[src/radix_base_converter_macros.svh]
// ----------------------------------------------------------------------------
// radix_base_converter assertion macros
// Concurrent assertion wrappers; empty bodies when SYNTHESIS is defined.
// ----------------------------------------------------------------------------
`ifndef RADIX_BASE_CONVERTER_MACROS_SVH
`define RADIX_BASE_CONVERTER_MACROS_SVH

`ifndef SYNTHESIS
// property must hold at every clock edge outside reset
`define RBC_ASSERT(lbl, clk, rst_n, prop, msg) \
  lbl: assert property (@(posedge clk) disable iff (!rst_n) prop) else $error(msg);
// condition must never be seen outside reset
`define RBC_ASSERT_NEVER(lbl, clk, rst_n, cond, msg) \
  lbl: assert property (@(posedge clk) disable iff (!rst_n) !(cond)) else $error(msg);
`else
`define RBC_ASSERT(lbl, clk, rst_n, prop, msg)
`define RBC_ASSERT_NEVER(lbl, clk, rst_n, cond, msg)
`endif

`endif

[src/rbc_pkg.sv]
// ----------------------------------------------------------------------------
// rbc_pkg
// Constants, types and character helpers of the radix base converter.
// ----------------------------------------------------------------------------
`timescale 1ns / 1ps

package rbc_pkg;

  // field and register widths
  localparam int unsigned BASE_W = 6;
  localparam int unsigned CHAR_W = 8;

  // most digits one numeral can produce
  localparam int unsigned MAX_OUT = 32;

  // legal radix range
  localparam logic [BASE_W-1:0] BASE_MIN = 6'd2;
  localparam logic [BASE_W-1:0] BASE_MAX = 6'd36;

  // register reset values
  localparam logic [BASE_W-1:0] SOURCE_BASE_RST = 6'd16;
  localparam logic [BASE_W-1:0] TARGET_BASE_RST = 6'd2;

  // register indexes
  localparam logic REG_SOURCE_BASE = 1'b0;
  localparam logic REG_TARGET_BASE = 1'b1;

  // ascii anchors
  localparam logic [CHAR_W-1:0] ASCII_ZERO = 8'd48;
  localparam logic [CHAR_W-1:0] ASCII_NINE = 8'd57;
  localparam logic [CHAR_W-1:0] ASCII_A    = 8'd65;
  localparam logic [CHAR_W-1:0] ASCII_Z    = 8'd90;
  localparam logic [CHAR_W-1:0] DEC_DIGITS = 8'd10;

  // decoded input character
  typedef struct packed {
    logic [BASE_W-1:0] value;
    logic              bad;
  } digit_t;

  // saturate a base register into the legal range
  function automatic logic [BASE_W-1:0] clamp_base(input logic [BASE_W-1:0] b);
    if (b < BASE_MIN) begin
      return BASE_MIN;
    end else if (b > BASE_MAX) begin
      return BASE_MAX;
    end
    return b;
  endfunction

  // ascii character to digit value, anything else counts as zero
  function automatic digit_t char_value(input logic [CHAR_W-1:0] c);
    digit_t            res;
    logic [CHAR_W-1:0] diff;
    res  = '0;
    diff = '0;
    if (c >= ASCII_ZERO && c <= ASCII_NINE) begin
      diff      = c - ASCII_ZERO;
      res.value = diff[BASE_W-1:0];
    end else if (c >= ASCII_A && c <= ASCII_Z) begin
      diff      = c - ASCII_A + DEC_DIGITS;
      res.value = diff[BASE_W-1:0];
    end else begin
      res.bad = 1'b1;
    end
    return res;
  endfunction

  // digit value to ascii character
  function automatic logic [CHAR_W-1:0] digit_ascii(input logic [BASE_W-1:0] d);
    logic [CHAR_W-1:0] wide;
    wide = CHAR_W'(d);
    if (wide >= DEC_DIGITS) begin
      return wide - DEC_DIGITS + ASCII_A;
    end
    return wide + ASCII_ZERO;
  endfunction

endpackage

[src/radix_base_converter.sv]
// ----------------------------------------------------------------------------
// radix_base_converter
// Converts an ascii numeral from one radix to another, one character per item.
// ----------------------------------------------------------------------------
// Usage
//   Input channel (in_valid_i / in_ready_o) carries one character per item,
//   most significant first, with last_char_i on the final one. Each character
//   is a single multiply-accumulate into the value register.
//   On the last character the value is converted by a shared one-bit restoring
//   divider, remainders pushed on a stack memory, one per result digit. The
//   stack is then drained one digit at a time (registered memory read, then
//   output register); in_ready_o is low from the last character until the
//   final digit is loaded into the output register.
//   Output channel (out_valid_o / out_ready_i) carries one digit per item,
//   most significant first, last_digit_o on the final one, bad_input_o set on
//   every digit of a numeral that held a character outside 0-9 and A-Z.
//   A stalled receiver holds the output register and pauses the drain; the
//   next numeral may start while the final digit still waits.
//   Config writes (cfg_valid_i, always ready) set the two base registers.
//   Reset restores bases 16 and 2 and clears value, count and flags; the stack
//   needs no clearing pass.
// ----------------------------------------------------------------------------
`timescale 1ns / 1ps

`include "radix_base_converter_macros.svh"

module radix_base_converter #(
  parameter int unsigned VALUE_WIDTH = 32,
  parameter int unsigned STACK_DEPTH = 32
) (
  input  logic                       clk_i,
  input  logic                       rst_ni,
  // config write channel
  input  logic                       cfg_valid_i,
  output logic                       cfg_ready_o,
  input  logic                       cfg_index_i,
  input  logic [rbc_pkg::BASE_W-1:0] cfg_data_i,
  // input characters
  input  logic                       in_valid_i,
  output logic                       in_ready_o,
  input  logic [rbc_pkg::CHAR_W-1:0] digit_char_i,
  input  logic                       last_char_i,
  // output digits
  output logic                       out_valid_o,
  input  logic                       out_ready_i,
  output logic [rbc_pkg::CHAR_W-1:0] out_char_o,
  output logic                       last_digit_o,
  output logic                       bad_input_o
);

  localparam int unsigned BW        = rbc_pkg::BASE_W;
  localparam int unsigned MW        = VALUE_WIDTH + BW;
  localparam int unsigned DIGIT_CAP =
    (STACK_DEPTH < rbc_pkg::MAX_OUT) ? STACK_DEPTH : rbc_pkg::MAX_OUT;
  localparam int unsigned CNT_W     = $clog2(DIGIT_CAP + 1);
  localparam int unsigned ADDR_W    = $clog2(STACK_DEPTH);
  localparam int unsigned BIT_W     = $clog2(VALUE_WIDTH);

  localparam logic [CNT_W-1:0] CNT_CAP  = CNT_W'(DIGIT_CAP);
  localparam logic [BIT_W-1:0] BIT_LAST = BIT_W'(VALUE_WIDTH - 1);

  // sequencer states
  localparam logic [1:0] ST_IDLE = 2'd0;
  localparam logic [1:0] ST_DIV  = 2'd1;
  localparam logic [1:0] ST_POP  = 2'd2;
  localparam logic [1:0] ST_EMIT = 2'd3;

  logic [1:0]             state_q, state_d;
  logic [BW-1:0]          src_base_q, src_base_d;
  logic [BW-1:0]          tgt_base_q, tgt_base_d;
  logic [VALUE_WIDTH-1:0] acc_q, acc_d;
  logic [VALUE_WIDTH-1:0] val_q, val_d;
  logic [BW-1:0]          rem_q, rem_d;
  logic [BIT_W-1:0]       bit_cnt_q, bit_cnt_d;
  logic [CNT_W-1:0]       count_q, count_d;
  logic                   bad_q, bad_d;
  logic                   out_valid_q, out_valid_d;
  logic [rbc_pkg::CHAR_W-1:0] out_char_q, out_char_d;
  logic                   out_last_q, out_last_d;
  logic                   out_bad_q, out_bad_d;

  logic [BW-1:0]          stack_mem [STACK_DEPTH];
  logic [BW-1:0]          rd_data_q;

  rbc_pkg::digit_t        dig;
  logic [BW-1:0]          src_base;
  logic [BW-1:0]          tgt_base;
  logic [MW-1:0]          mac_full;
  logic [BW:0]            rem_shift;
  logic                   rem_ge;
  logic [BW:0]            rem_sub;
  logic [BW-1:0]          rem_step;
  logic [VALUE_WIDTH-1:0] val_step;
  logic                   in_fire;
  logic                   out_free;
  logic                   push_en;
  logic                   pop_en;
  logic [ADDR_W-1:0]      push_addr;
  logic [ADDR_W-1:0]      pop_addr;
  logic [CNT_W-1:0]       count_dec;

  // handshake outputs
  assign cfg_ready_o  = 1'b1;
  assign in_ready_o   = (state_q == ST_IDLE);
  assign in_fire      = in_valid_i && in_ready_o;
  assign out_free     = !out_valid_q || out_ready_i;
  assign out_valid_o  = out_valid_q;
  assign out_char_o   = out_char_q;
  assign last_digit_o = out_last_q;
  assign bad_input_o  = out_bad_q;

  // config register writes
  always_comb begin
    src_base_d = src_base_q;
    tgt_base_d = tgt_base_q;
    if (cfg_valid_i) begin
      unique case (cfg_index_i)
        rbc_pkg::REG_SOURCE_BASE: src_base_d = cfg_data_i;
        rbc_pkg::REG_TARGET_BASE: tgt_base_d = cfg_data_i;
      endcase
    end
  end

  // character decode and horner step
  assign dig      = rbc_pkg::char_value(digit_char_i);
  assign src_base = rbc_pkg::clamp_base(src_base_q);
  assign tgt_base = rbc_pkg::clamp_base(tgt_base_q);
  assign mac_full = (MW'(acc_q) * MW'(src_base)) + MW'(dig.value);

  // shared divider: one restoring step per cycle
  assign rem_shift = {rem_q, val_q[VALUE_WIDTH-1]};
  assign rem_ge    = (rem_shift >= {1'b0, tgt_base});
  assign rem_sub   = rem_ge ? (rem_shift - {1'b0, tgt_base}) : rem_shift;
  assign rem_step  = rem_sub[BW-1:0];
  assign val_step  = {val_q[VALUE_WIDTH-2:0], rem_ge};

  // stack addressing
  assign count_dec = count_q - 1'b1;
  assign push_addr = count_q[ADDR_W-1:0];
  assign pop_addr  = count_dec[ADDR_W-1:0];
  assign push_en   = (state_q == ST_DIV) && (bit_cnt_q == BIT_LAST) && (count_q < CNT_CAP);
  assign pop_en    = (state_q == ST_POP);

  // sequencer
  always_comb begin
    state_d     = state_q;
    acc_d       = acc_q;
    val_d       = val_q;
    rem_d       = rem_q;
    bit_cnt_d   = bit_cnt_q;
    count_d     = count_q;
    bad_d       = bad_q;
    out_valid_d = out_valid_q;
    out_char_d  = out_char_q;
    out_last_d  = out_last_q;
    out_bad_d   = out_bad_q;

    if (out_valid_q && out_ready_i) begin
      out_valid_d = 1'b0;
    end

    unique case (state_q)
      ST_IDLE: begin
        if (in_fire) begin
          bad_d = bad_q | dig.bad;
          if (last_char_i) begin
            val_d     = mac_full[VALUE_WIDTH-1:0];
            acc_d     = '0;
            rem_d     = '0;
            bit_cnt_d = '0;
            count_d   = '0;
            state_d   = ST_DIV;
          end else begin
            acc_d = mac_full[VALUE_WIDTH-1:0];
          end
        end
      end
      ST_DIV: begin
        val_d = val_step;
        if (bit_cnt_q == BIT_LAST) begin
          rem_d     = '0;
          bit_cnt_d = '0;
          if (push_en) begin
            count_d = count_q + 1'b1;
          end
          if (val_step == '0) begin
            state_d = ST_POP;
          end
        end else begin
          rem_d     = rem_step;
          bit_cnt_d = bit_cnt_q + 1'b1;
        end
      end
      ST_POP: begin
        count_d = count_dec;
        state_d = ST_EMIT;
      end
      ST_EMIT: begin
        if (out_free) begin
          out_valid_d = 1'b1;
          out_char_d  = rbc_pkg::digit_ascii(rd_data_q);
          out_last_d  = (count_q == '0);
          out_bad_d   = bad_q;
          if (count_q == '0) begin
            bad_d   = 1'b0;
            state_d = ST_IDLE;
          end else begin
            state_d = ST_POP;
          end
        end
      end
    endcase
  end

  // control registers
  always_ff @(posedge clk_i or negedge rst_ni) begin
    if (!rst_ni) begin
      state_q     <= ST_IDLE;
      src_base_q  <= rbc_pkg::SOURCE_BASE_RST;
      tgt_base_q  <= rbc_pkg::TARGET_BASE_RST;
      acc_q       <= '0;
      bit_cnt_q   <= '0;
      count_q     <= '0;
      bad_q       <= 1'b0;
      out_valid_q <= 1'b0;
    end else begin
      state_q     <= state_d;
      src_base_q  <= src_base_d;
      tgt_base_q  <= tgt_base_d;
      acc_q       <= acc_d;
      bit_cnt_q   <= bit_cnt_d;
      count_q     <= count_d;
      bad_q       <= bad_d;
      out_valid_q <= out_valid_d;
    end
  end

  // datapath registers
  always_ff @(posedge clk_i) begin
    val_q      <= val_d;
    rem_q      <= rem_d;
    out_char_q <= out_char_d;
    out_last_q <= out_last_d;
    out_bad_q  <= out_bad_d;
  end

  // remainder stack write
  always_ff @(posedge clk_i) begin
    if (push_en) begin
      stack_mem[push_addr] <= rem_step;
    end
  end

  // remainder stack registered read
  always_ff @(posedge clk_i) begin
    if (pop_en) begin
      rd_data_q <= stack_mem[pop_addr];
    end
  end

  // checks
  `RBC_ASSERT_NEVER(a_count_cap, clk_i, rst_ni, count_q > CNT_CAP, "stack count beyond cap")
  `RBC_ASSERT(a_last_blocks, clk_i, rst_ni, in_fire && last_char_i |=> !in_ready_o, "input taken during conversion")
  `RBC_ASSERT(a_bit_cnt_idle, clk_i, rst_ni, state_q != ST_DIV |-> bit_cnt_q == '0, "divider step count left over")
  `RBC_ASSERT(a_pop_nonempty, clk_i, rst_ni, state_q == ST_POP |-> count_q != '0, "pop from empty stack")

endmodule

[config.mk]
export PLATFORM = sky130hd
export DESIGN_NAME = radix_base_converter
export DESIGN_NICKNAME = d
export VERILOG_FILES = /design/src/rbc_pkg.sv /design/src/radix_base_converter.sv
export VERILOG_INCLUDE_DIRS = /design/src /design/src/src
export SDC_FILE = /design/constraint.sdc
export NUM_CORES = 1
export LEC_CHECK = 0
export ABC_AREA = 1
export BUFFER_PORTS_ARGS = -buffer_cell sky130_fd_sc_hd__buf_2
export CORE_UTILIZATION = 50
export DETAILED_ROUTE_END_ITERATION = 7
export GPL_TIMING_DRIVEN = 0
export HOLD_SLACK_MARGIN = 0.1
export PLACE_DENSITY = 0.66
export REMOVE_ABC_BUFFERS = 1
export SYNTH_ARGS = -nofsm -noshare
export SYNTH_HDL_FRONTEND = slang
export SYNTH_SLANG_ARGS = --single-unit
[constraint.sdc]
create_clock -name clk_i -period 11.24 [get_ports clk_i]
set_input_delay 1.124 -clock clk_i [delete_from_list [all_inputs] [get_ports clk_i]]
set_output_delay 1.124 -clock clk_i [all_outputs]
set_load 0.01 [all_outputs]
==> results.toml, run 1 <==
[worst_setup_path]
slowest_delay_ps = 1180
cp-startpoint = "src_base_q[5]"
setup.worst_path.class = "register to register"
critical_path_buf_inv_count = 4
cp-end-kind = "register"
crit_fanout = 33
crit_path_start_kind = "register"
r2r_start = "src_base_q[5]"
cpMostUsedCell = "nand2_1"
cp.arrival_ps = 7260
crit_family = "simple AND/OR/NAND/NOR gates"
worstPathRequired_ps = 11510
critPathSlowestCell = "dfrtp_1"

[timing]
hold_violations = 0
tightest_slew_ps = 1280
fin_skew_ps = 15.9
fmax_mhz = 143
slew_violations = 0
setup_violations = 0
period_share_pct = 62.1
finalSetupTns_ps = 0
fin_ws_ps = 4260
fin_crit_ps = 6980
slew_headroom_pct = 14.7
grt_setup_unrepaired = "false"

[synth]
synth_edf_count = 246
synth_top_cell_by_area = "edfxtp_1"
synth_warnings = 0
syn_area_per_cell_um2 = 9.64
postSynthCellCount = 1990
synth_cell_type_count = 53
synthXorXnorAreaFrac_pct = 1.45
synth-simple-area-share_pct = 16.8
synthMuxAreaShare_pct = 0.679
synthTopCellsByArea = "edfxtp_1 39%, fa_1 12%, dfrtp_1 7.4%"
synth_area_um2 = 19200
yosysSeqAreaShare_pct = 46.2
ys_async_sr_fraction_pct = 19.3
synthFlopType = "edfxtp_1"
synth_top_family_by_area = "adder cells"
synth_top_area_share_pct = 38.5
synth_fa_ha_area_share_pct = 17.9
synth-seq-cells = 305
synth_compound_area_share_pct = 10.7

[final_layout]
fin_cells = 2534
n_antenna_cell = 0
mostFrequentLayoutCells = "358 x nor2_1, 283 x nand2_1, 246 x edfxtp_1, 222 x inv_1, 125 x o21ai_0"
final_nets = 2225
layout_commonest_cell = "nor2_1"
multi_input_area_um2 = 9160
ff_latch_area_um2 = 8870
drive_gt1_share_pct = 6.77
synthToLayoutAreaGrowth_pct = 10.1
fill_cells = 3308

[route]
drtAntennaViolNets = 0
drt_pass1_iterations = 5
met2_length_um = 20000
met3_wirelength_um = 2730
drt_first_iter_violations = 1118
post_drt_wl_per_cell_um = 17.5
wl_met1_um = 20700
drc = 0
highest_layer = "met4"
viasPerCell = 5.52
wl_um = 44400
vias = 14000

[grt]
grt_first_pass_wirelength_um = 73500
grt_use_total_pct = 23.9
antenna_found_initial = 0
grt_overflow_total = 0
grt_max_degree = 99
grt_pass1_vias = 14000

[clocking]
cts_max_level = 2
cts_sinks = 305
cts_resized = 0
clkSlewWorstSetupHoldPaths_ps = 60
cts_buffer_depth = 3
numCtsBuffers = 35
clk_latency_ps = 530
cts_tree = "built"
cts_post_setup_buffers_inserted = 0
ctsHoldBuffers = 0
cts-root-buf = "clkbuf_16"

[pwr]
ir_drop_v = 0.000159
p_per_area_nw_per_um2 = 285
power_leakage_nw = 8.94
total_power_mw = 6.02

[floorplanning]
start_util_pct = 50.9
core-area_um2 = 37700
dieArea_um2 = 39100
std_cell_rows = 71
die_w_um = 198
fp.dieH_um = 198
ios = 34

[worst_hold_path]
hp-start = "bad_q"
hp-class = "register to register"

[placement]
dp_cells = 2471
numPortBuffers = 32
gp_congestion = 0.957
dp_hpwl_um = 31700
place_ws_ps = 4340

[run]
max_cap_viol_count = 0

[status]
outcome = "finished clean"
synth_stat cells, types with 35 or more instances:
| cell | n |
|---|---|
| dfrtp_1 | 57 |
| o21ai_1 | 44 |
| edfxtp_1 | 246 |
| nor2_1 | 359 |
| clkbuf_1 | 41 |
| inv_1 | 222 |
| fa_1 | 113 |
| ha_1 | 94 |
| a21oi_1 | 54 |
| o32ai_1 | 35 |
| nand2_1 | 283 |
| o21ai_0 | 125 |
| nand3_1 | 69 |
metal layers:
metal	GRT usage (%)	up-vias
met1	34.6	6762
met3	3.99	64
met5	0	-
li1	-	6746
met4	6.60	0
met2	37.0	414
report_power, final:
part | leakage [nW] | internal (mW) | total [mW] | switching, mW
combinational | 5.32 | 0.926 | 2.91 | 1.98
sequential | 3.03 | 1.77 | 1.93 | 0.151
clock | 0.586 | 0.734 | 1.19 | 0.455
total | 8.94 | 3.43 | 6.02 | 2.59
final cells by class:
type | count | area share [%]
clock buffers | 45 | 4.47
clock inverters | 18 | 1.19
inverters | 240 | 4.28
multi-input cells | 1374 | 43.4
flip-flops and latches | 305 | 42.0
well taps | 511 | 3.03
repair buffers | 41 | 1.59
sequential cells by signal (all words and copies together), names as in the netlist:
name	flops
acc_q	32
out_valid_o	1
val_q	32
state_q	2
tgt_base_q	6
bad_input_o	1
src_base_q	6
bad_q	1
stack_mem	192
rd_data_q	6
out_char_o	8
bit_cnt_q	5
last_digit_o	1
rem_q	6
count_q	6
metrics by stage:
stage / util, % / area, um2 / hold WS [ps]
6_report: 56.0 / 21100 / 475
5_1_grt: 56.0 / 21100 / 491
4_1_cts: 56.0 / 21100 / 477
3_5_place_dp: 52.9 / 19900 / 460
3_3_place_gp: 52.2 / 19700 / 447
2_1_floorplan: - / 18900 / 426
cells by family after synthesis:
logic type | Yosys count
AND/OR/NAND/NOR | 780
AO/OA/AOI/OAI | 342
buffers and inverters | 311
flip-flops | 305
adder cells (fa/ha/maj) | 207
XOR/XNOR | 31
multiplexers | 13
other | 1
worst register-to-register path: cells and delay by family, from the launching register on:
family / cells / cell delay [ps]
AO/OA/AOI/OAI: 2 / 400
adder cells (fa/ha/maj): 5 / 2400
buffers and inverters: 4 / 210
flip-flops: 1 / 1180
AND/OR/NAND/NOR: 14 / 2550
path summary, 6_finish.rpt:
path                                  to  slack (ps)  cells past startpoint
max in group asynchronous     count_q[0]        9900                      1
setup reg to reg               val_q[29]        4260                     25
min in group asynchronous  tgt_base_q[2]         690                      1
hold reg to reg              bad_input_o         470                      0
hold / removal               bad_input_o         470                      0
setup / recovery               val_q[29]        4260                     25
No activity file was read; power rests on OpenSTA's default activity.
==> run 2, diff against run 1 <==
--- a/config.mk
+++ b/config.mk
@@ -12,7 +12,7 @@
 export DETAILED_ROUTE_END_ITERATION = 7
 export GPL_TIMING_DRIVEN = 0
 export HOLD_SLACK_MARGIN = 0.1
-export PLACE_DENSITY = 0.66
+export PLACE_DENSITY = 0.68
 export REMOVE_ABC_BUFFERS = 1
 export SYNTH_ARGS = -nofsm -noshare
 export SYNTH_HDL_FRONTEND = slang
==> constraint.sdc (replaced) <==
create_clock -name clk_i -period 6.13 [get_ports clk_i]
set_input_delay 0.613 -clock clk_i [delete_from_list [all_inputs] [get_ports clk_i]]
set_output_delay 0.613 -clock clk_i [all_outputs]
set_load 0.01 [all_outputs]
==> run 2 against run 1 <==
Global-route usage rose by 0.19 points. Combinational power rose by 88%. Flip-flop and latch count unchanged. Die area is the same. Critical path depth is 1 higher. Register-to-register slack worse by 3900 ps. Power increased by 84%. Via count is 3.1% higher. First-iteration DRC count is 17% higher.
==> results.toml, run 2 (synthesis results as in run 1) <==
[status]
outcome = "finished clean"

[final_layout]
reg_top3 = "stack_mem: 192 flops, acc_q: 32 flops, val_q: 32 flops"
fin_cells = 2554
drive_gt1_share_pct = 8.03
mostFrequentLayoutCells = "358 x nor2_1, 281 x nand2_1, 246 x edfxtp_1, 221 x inv_1, 125 x o21ai_0"
fin_area_um2 = 21300
final_nets = 2245
regMostFlops = "stack_mem"
synthToLayoutAreaGrowth_pct = 11.0
layout_commonest_cell = "nor2_1"
largest_reg_flops = 192
postLayoutCoreUtil_pct = 56.5
n_antenna_cell = 0

[clocking]
cts_tree = "built"
clk_latency_ps = 530
cts_sinks = 305
cts-root-buf = "clkbuf_16"
cts_max_level = 2
clkSlewWorstSetupHoldPaths_ps = 60
numCtsBuffers = 36
cts_buffer_depth = 3
ctsHoldBuffers = 0

[worst_setup_path]
r2r_cells = 26
r2r_setup_slack_ps = 390
critPathSlowestCell = "fa_1"
slowest_delay_ps = 540
cp-end-kind = "register"
crit_path_start_kind = "register"
crit_fanout = 27
worstSetupPathDepth = 26
setup.worst_path.class = "register to register"
critical_path_buf_inv_count = 7
r2r_start = "src_base_q[3]"
cpMostUsedCell = "nand2_1"
worstPathRequired_ps = 6400
cp-startpoint = "src_base_q[3]"
cp.arrival_ps = 6010
crit_family = "adder cells"
reg2reg_to = "val_q[23]"
crit_path_end = "val_q[23]"

[pwr]
power_leakage_nw = 9.02
ir_drop_v = 0.000264
p_per_area_nw_per_um2 = 521
total_power_mw = 11.1

[route]
wl_um = 46900
drc = 0
drt_first_iter_violations = 1310
post_drt_wl_per_cell_um = 18.4
drtAntennaViolNets = 0
drt_pass1_iterations = 5
vias = 14400
viasPerCell = 5.65

[floorplanning]
core-area_um2 = 37700
fp.dieH_um = 198
start_util_pct = 50.9
die_w_um = 198
std_cell_rows = 71
dieArea_um2 = 39100
ios = 34

[timing]
fin_crit_ps = 5740
slew_headroom_pct = 36.4
finalSetupTns_ps = 0
fin_skew_ps = 17.7
fin_ws_ps = 392
grt_setup_unrepaired = "false"
fmax_mhz = 174
period_share_pct = 93.6
setup_violations = 0
holdWs_ps = 163
hold_violations = 0
tightest_slew_ps = 953
slew_violations = 0

[placement]
placed_area_um2 = 19900
numPortBuffers = 32
gp_congestion = 0.949
dp_cells = 2471
place_ws_ps = -770
dp_hpwl_um = 31900

[grt]
grt_use_total_pct = 24.1
grt_max_degree = 99
grt_first_pass_wirelength_um = 74300
grt_pass1_vias = 14100
grt_overflow_total = 0
antenna_found_initial = 0

[worst_hold_path]
hp-class = "input pin to asynchronous set/reset pin"

[run]
max_cap_viol_count = 0
run 2: worst reg2reg max path: stages (launching register included):
cell and delay, ps:
dfrtp_2 530, inv_1 90, nand2_1 60, nand2_2 160
nand2_2 140, clkinv_2 350, nor2_1 150, fa_1 540
inv_1 50, fa_1 470, inv_1 50, fa_1 530
inv_1 60, fa_1 530, inv_1 40, ha_1 350
nand2_1 120, o21a_1 150, nand2_1 100, nand2_1 80
nand2_1 150, a21oi_1 360, inv_2 50, nand2_1 80
nand3_1 100, nand3_1 130, nand2_1 80
run 2: how the worst min path moves through the flow:
stage,to,slack (ps),depth (start not counted)
detailed placement,bad_input_o,450,0
finish,tgt_base_q[2],160,1
floorplan,acc_q[0],320,0
CTS,src_base_q[0],200,1
global placement,bad_input_o,450,0
global route,tgt_base_q[2],230,1
run 2: report_power, final:
group | internal, mW | switching, mW | total, mW
Combinational | 1.75 | 3.73 | 5.48
Sequential | 3.26 | 0.270 | 3.53
Clock | 1.22 | 0.867 | 2.09
run 2: routing by layer:
| metal | vias up | part of all wire (%) | track usage (%) |
|---|---|---|---|
| met5 | - | 0 | 0 |
| met4 | 0 | 2.7 | 6.66 |
| met3 | 93 | 7.4 | 3.30 |
| met2 | 547 | 45 | 37.5 |
| met1 | 7002 | 45 | 35.2 |
| li1 | 6779 | - | - |
run 2: final cells by class:
cell class / instances / area (um2)
clock buffer: 48 / 976
inverter: 240 / 905
multi-input combinational: 1377 / 9220
tap: 511 / 639
sequential: 305 / 8870
fill: 3263 / 16400
clock inverter: 16 / 178
timing repair buffer: 57 / 500
run 2: what timing repair did:
item / 4_1_cts / 5_1_grt
setup endpoints to repair: 52 / 41
setup buffers: 0 / 16
gates cloned: 0 / 3
pin swaps: 0 / 5
gates resized for setup: 4 / 6
endpoints found under the hold margin: 0 / 0
